## src/rtl/core/salc_pkg.sv

```systemverilog
package salc_pkg;

  localparam int unsigned ADDR_W = 64;
  localparam int unsigned TAG_W  = 64;
  localparam int unsigned CNT_W  = 32;

  localparam logic [1:0] OUT_HIT   = 2'd0;
  localparam logic [1:0] OUT_FILL  = 2'd1;
  localparam logic [1:0] OUT_EVICT = 2'd2;

  localparam logic [1:0] CFG_SET_BITS   = 2'd0;
  localparam logic [1:0] CFG_BLOCK_BITS = 2'd1;
  localparam logic [1:0] CFG_WAYS       = 2'd2;

  // Classified access handed from the front part to the back part.
  typedef struct packed {
    logic [15:0]      set_idx;
    logic [TAG_W-1:0] tag;
  } salc_req_t;

endpackage

```

## src/rtl/core/salc_front.sv

```systemverilog
module salc_front import salc_pkg::*; #(
  parameter int unsigned MaxSetBits = 10
) (
  input  logic              clk_i,
  input  logic              rst_ni,
  input  logic              valid_i,
  output logic              stall_o,
  input  logic [ADDR_W-1:0] address_i,
  input  logic [3:0]        set_bits_i,
  input  logic [5:0]        block_bits_i,
  output logic              req_valid_o,
  input  logic              req_stall_i,
  output salc_req_t         req_o
);

  logic        full_q;
  salc_req_t   req_q;
  salc_req_t   req_d;
  logic [4:0]  sb;
  logic [6:0]  shift;
  logic [ADDR_W-1:0] shifted;
  logic [ADDR_W-1:0] set_mask;

  always_comb begin
    sb = (32'(set_bits_i) > MaxSetBits) ? 5'(MaxSetBits) : 5'(set_bits_i);
    shift = 7'(sb) + 7'(block_bits_i);
    shifted = address_i >> block_bits_i;
    set_mask = ~({ADDR_W{1'b1}} << sb);
    req_d.set_idx = 16'(shifted & set_mask);
    req_d.tag = (shift >= 7'd64) ? '0 : (address_i >> shift);
  end

  // One-entry queue slot: take a word when empty or when draining.
  assign stall_o = full_q && req_stall_i;
  assign req_valid_o = full_q;
  assign req_o = req_q;

  always_ff @(posedge clk_i or negedge rst_ni) begin
    if (!rst_ni) begin
      full_q <= 1'b0;
    end else if (valid_i && !stall_o) begin
      full_q <= 1'b1;
    end else if (!req_stall_i) begin
      full_q <= 1'b0;
    end
  end

  always_ff @(posedge clk_i) begin
    if (valid_i && !stall_o) begin
      req_q <= req_d;
    end
  end

endmodule

```

## config.mk

```make
export PLATFORM = sky130hd
export DESIGN_NAME = salc_front
export DESIGN_NICKNAME = d
export VERILOG_FILES = /design/src/rtl/core/salc_pkg.sv /design/src/rtl/core/salc_front.sv
export SDC_FILE = /design/constraint.sdc
export NUM_CORES = 1
export LEC_CHECK = 0
export BUFFER_PORTS_ARGS = -buffer_cell sky130_fd_sc_hd__buf_2
export CAP_MARGIN = 40
export CORE_MARGIN = 2
export CORE_UTILIZATION = 30
export DETAILED_ROUTE_END_ITERATION = 8
export GPL_TIMING_DRIVEN = 0
export PLACE_DENSITY = 0.46
export SYNTH_ARGS = -nofsm -noshare
export SYNTH_HDL_FRONTEND = slang
export SYNTH_SLANG_ARGS = --single-unit
```

## constraint.sdc

```tcl
create_clock -name clk_i -period 5.4 [get_ports clk_i]
set_input_delay 0.81 -clock clk_i [delete_from_list [all_inputs] [get_ports clk_i]]
set_output_delay 0.81 -clock clk_i [all_outputs]
set_load 0.01 [all_outputs]
```

==> results.ini <==
[run_status]
status=completed

[setup_path]
reg2reg_to=req_o[2]$_SDFFCE_PP0P_
arrival_ns=5.10
r2r_start=req_valid_o$_DFFE_PN0P_
endpoint_kind=register
crit_type=in -> reg
rrSetupSlack_ns=3.46
startpoint_type=input port
crit_start=block_bits_i[1]
r2r_cells=4
cp.required_ns=5.49
endpoint=req_o[0]$_SDFFCE_PP0P_
cp_max_fo=10

[clock_tree]
worstSkewPairLatency_ns=0.36
cts_buffer_depth=2
hold_buffers=0
cts.sinks=80
cts_buffers=9
cts_tree=done
clk_pin_slew_ns=0.06
h-tree-depth=3
cts.repair.resized=0
cts-root-buf=clkbuf_16
post-cts-setup-buffers=0

[finish]
drive_above_1_share=0.326
fin_util=0.358
area_growth_pct=17.2
nNetsFinal=1188
num_antenna_cells=0
fin_cells=1513

[synthesis]
syn_area_um2=9670
yosysTopAreaCellShare=0.245
yosysMostFrequentCell=nand2_1
syn_inst=931
synth-seq-cells=80
synth-edff-count=79
synth_common_cells=121 x nand2_1, 117 x mux2i_1, 86 x mux4_2, 79 x edfxtp_1, 69 x nor2_1
yosys.area.top_type=edfxtp_1
ys_seq_area_frac=0.248
ys.flop_type=edfxtp_1
synth_cell_types=77
ys_async_sr_fraction=0.0125
yosys-top-cells-area=edfxtp_1 25%, mux4_2 20%, mux2i_1 12%
yosys_warnings=0
syn_avg_cell_area_um2=10.4

[global_route]
grtUsageMet2=0.411
grt_pass1_vias=9023
grt_use_total=0.246
antenna_found_initial=0
busiest_layer=met2
use_met1=0.316
use_met3=0.0357
grt_pass1_wl_mm=60.9
overflow=0
grt_max_degree=32

[detailed_routing]
detail-route-antenna-nets=0
detail_route.vias_per_cell=6.08
wl_per_cell_um=27.6
wl_mm=41.7
dr_total_vias=9201
first_pass_iters=5
drtIter0Drc=889
drc=0

[timing]
fin_skew_ns=0.0102
finalCriticalPeriod_ns=5.01
drv_slew=0
finalHoldViolations=0
setup_violations=0
finalWorstSetupSlack_ns=0.388
worst_pin_slew_ns=0.826
max_freq_ghz=0.200
relSlewSlack=0.450
rsz0062_at_grt=false
period_share=0.928

[power]
fin_total_pwr_uw=3200
vdd_drop_max_v=0.000163
p_int_uw=1830
pwr-share-clk=0.200
leakage_uw=0.00456
pwr_density_cell_nw_per_um2=282
p_sw_frac=0.428
pwr-share-seq=0.251
comb_power_share=0.549
p_sw_uw=1370

[floorplan]
die_w_um=184
start_util=0.306
core_region_area_um2=31600
ios=160
dieArea_um2=33700
rows=65
dieHeight_um=184

[place]
dp_hpwl_mm=33.8
pre_cts_slack_ns=0.0254
place_inst=1497
place_congestion=0.972
portBuffers=155

[run]
drv_cap=0

[min_path]
min-delay-path-class=in -> async

==> sequential cells by signal, indices dropped and copies added, names as in the netlist <==
register and flops:
req_valid_o 1, req_o 79
==> cell families (layout without fill, tap and decap cells) <==
family          Yosys count  after routing  synth area share
compound gates          211            211             0.149
xor+xnor                  5              5           0.00608
fa+ha+maj                 5              5           0.00711
buf+inv                 104            279            0.0640
flops                    80             80             0.248
mux                     251            251             0.399
other cells               1              6          0.000388
simple gates            274            274             0.127
==> critical path, stage by stage <==
cell,delay [ns]
buf_2,0.13
buf_2,0.24
buf_2,0.34
buf_2,0.40
inv_1,0.15
fa_1,0.57
buf_6,0.17
buf_6,0.16
clkbuf_1,0.55
mux4_2,0.49
mux2i_1,0.44
mux2i_1,0.28
mux2i_1,0.26
o21ai_1,0.09
==> area by class of cell <==
class / instances / area, um^2
clock buffers: 12 / 256
flip-flops and latches: 80 / 2400
multi-input cells: 752 / 6680
plain buffers: 91 / 571
fillers: 3245 / 20300
clock inverters: 4 / 52.6
repair buffers: 159 / 828
inverters: 13 / 48.8
well taps: 402 / 503
==> stage by stage <==
| stage | area (um^2) | setup TNS, ns | hold WS, ns |
|---|---|---|---|
| CTS | 11300 | 0 | 0.199 |
| finish | 11300 | 0 | 0.209 |
| detailed placement | 11000 | 0 | 0.585 |
| global placement | 11000 | -112.58 | 0.585 |
| global route | 11300 | 0 | 0.201 |
| floorplan | 9690 | 0 | 0.514 |
==> worst min path at each step <==
stage	end	slack, ns	cells past startpoint
after floorplan	req_valid_o$_DFFE_PN0P_	0.51	0
after global placement	req_valid_o$_DFFE_PN0P_	0.59	1
after detailed placement	req_valid_o$_DFFE_PN0P_	0.59	1
after CTS	req_valid_o$_DFFE_PN0P_	0.20	1
after global routing	req_valid_o$_DFFE_PN0P_	0.20	1
final	req_valid_o$_DFFE_PN0P_	0.21	1
==> power groups by stage <==
stage          Clock, uW  Sequential (uW)  Combinational [uW]
6_report             640              803                1760
5_1_grt              679              809                1850
4_1_cts              657              805                1730
3_5_place_dp           0              817                1720
3_3_place_gp           0              823                1720
2_1_floorplan          0              860                1070
==> cell usage in the layout (no fill, tap or decap), types with 6 or more instances in the layout <==
cell       instances
inv_1             11
a211oi_1          11
buf_4              9
clkbuf_1          31
buf_1             11
nor3_1             8
buf_2            179
o211ai_1          17
clkbuf_16          9
a21oi_1           42
nor2_1            69
nand2_1          121
edfxtp_1          79
and2_1            10
mux2_2            34
conb_1             6
o22ai_1           12
nand3_1           29
a22oi_1           27
mux4_1            14
o21ai_0           42
mux2i_1          117
buf_12             6
buf_6             11
mux4_2            86
==> metal layers <==
metal | wire, um | vias up
li1 | - | 4030
met1 | 16800 | 4585
met2 | 20100 | 484
met3 | 2810 | 102
met4 | 1950 | 0
met5 | 0 | -
No activity file was read; power rests on OpenSTA's default activity.
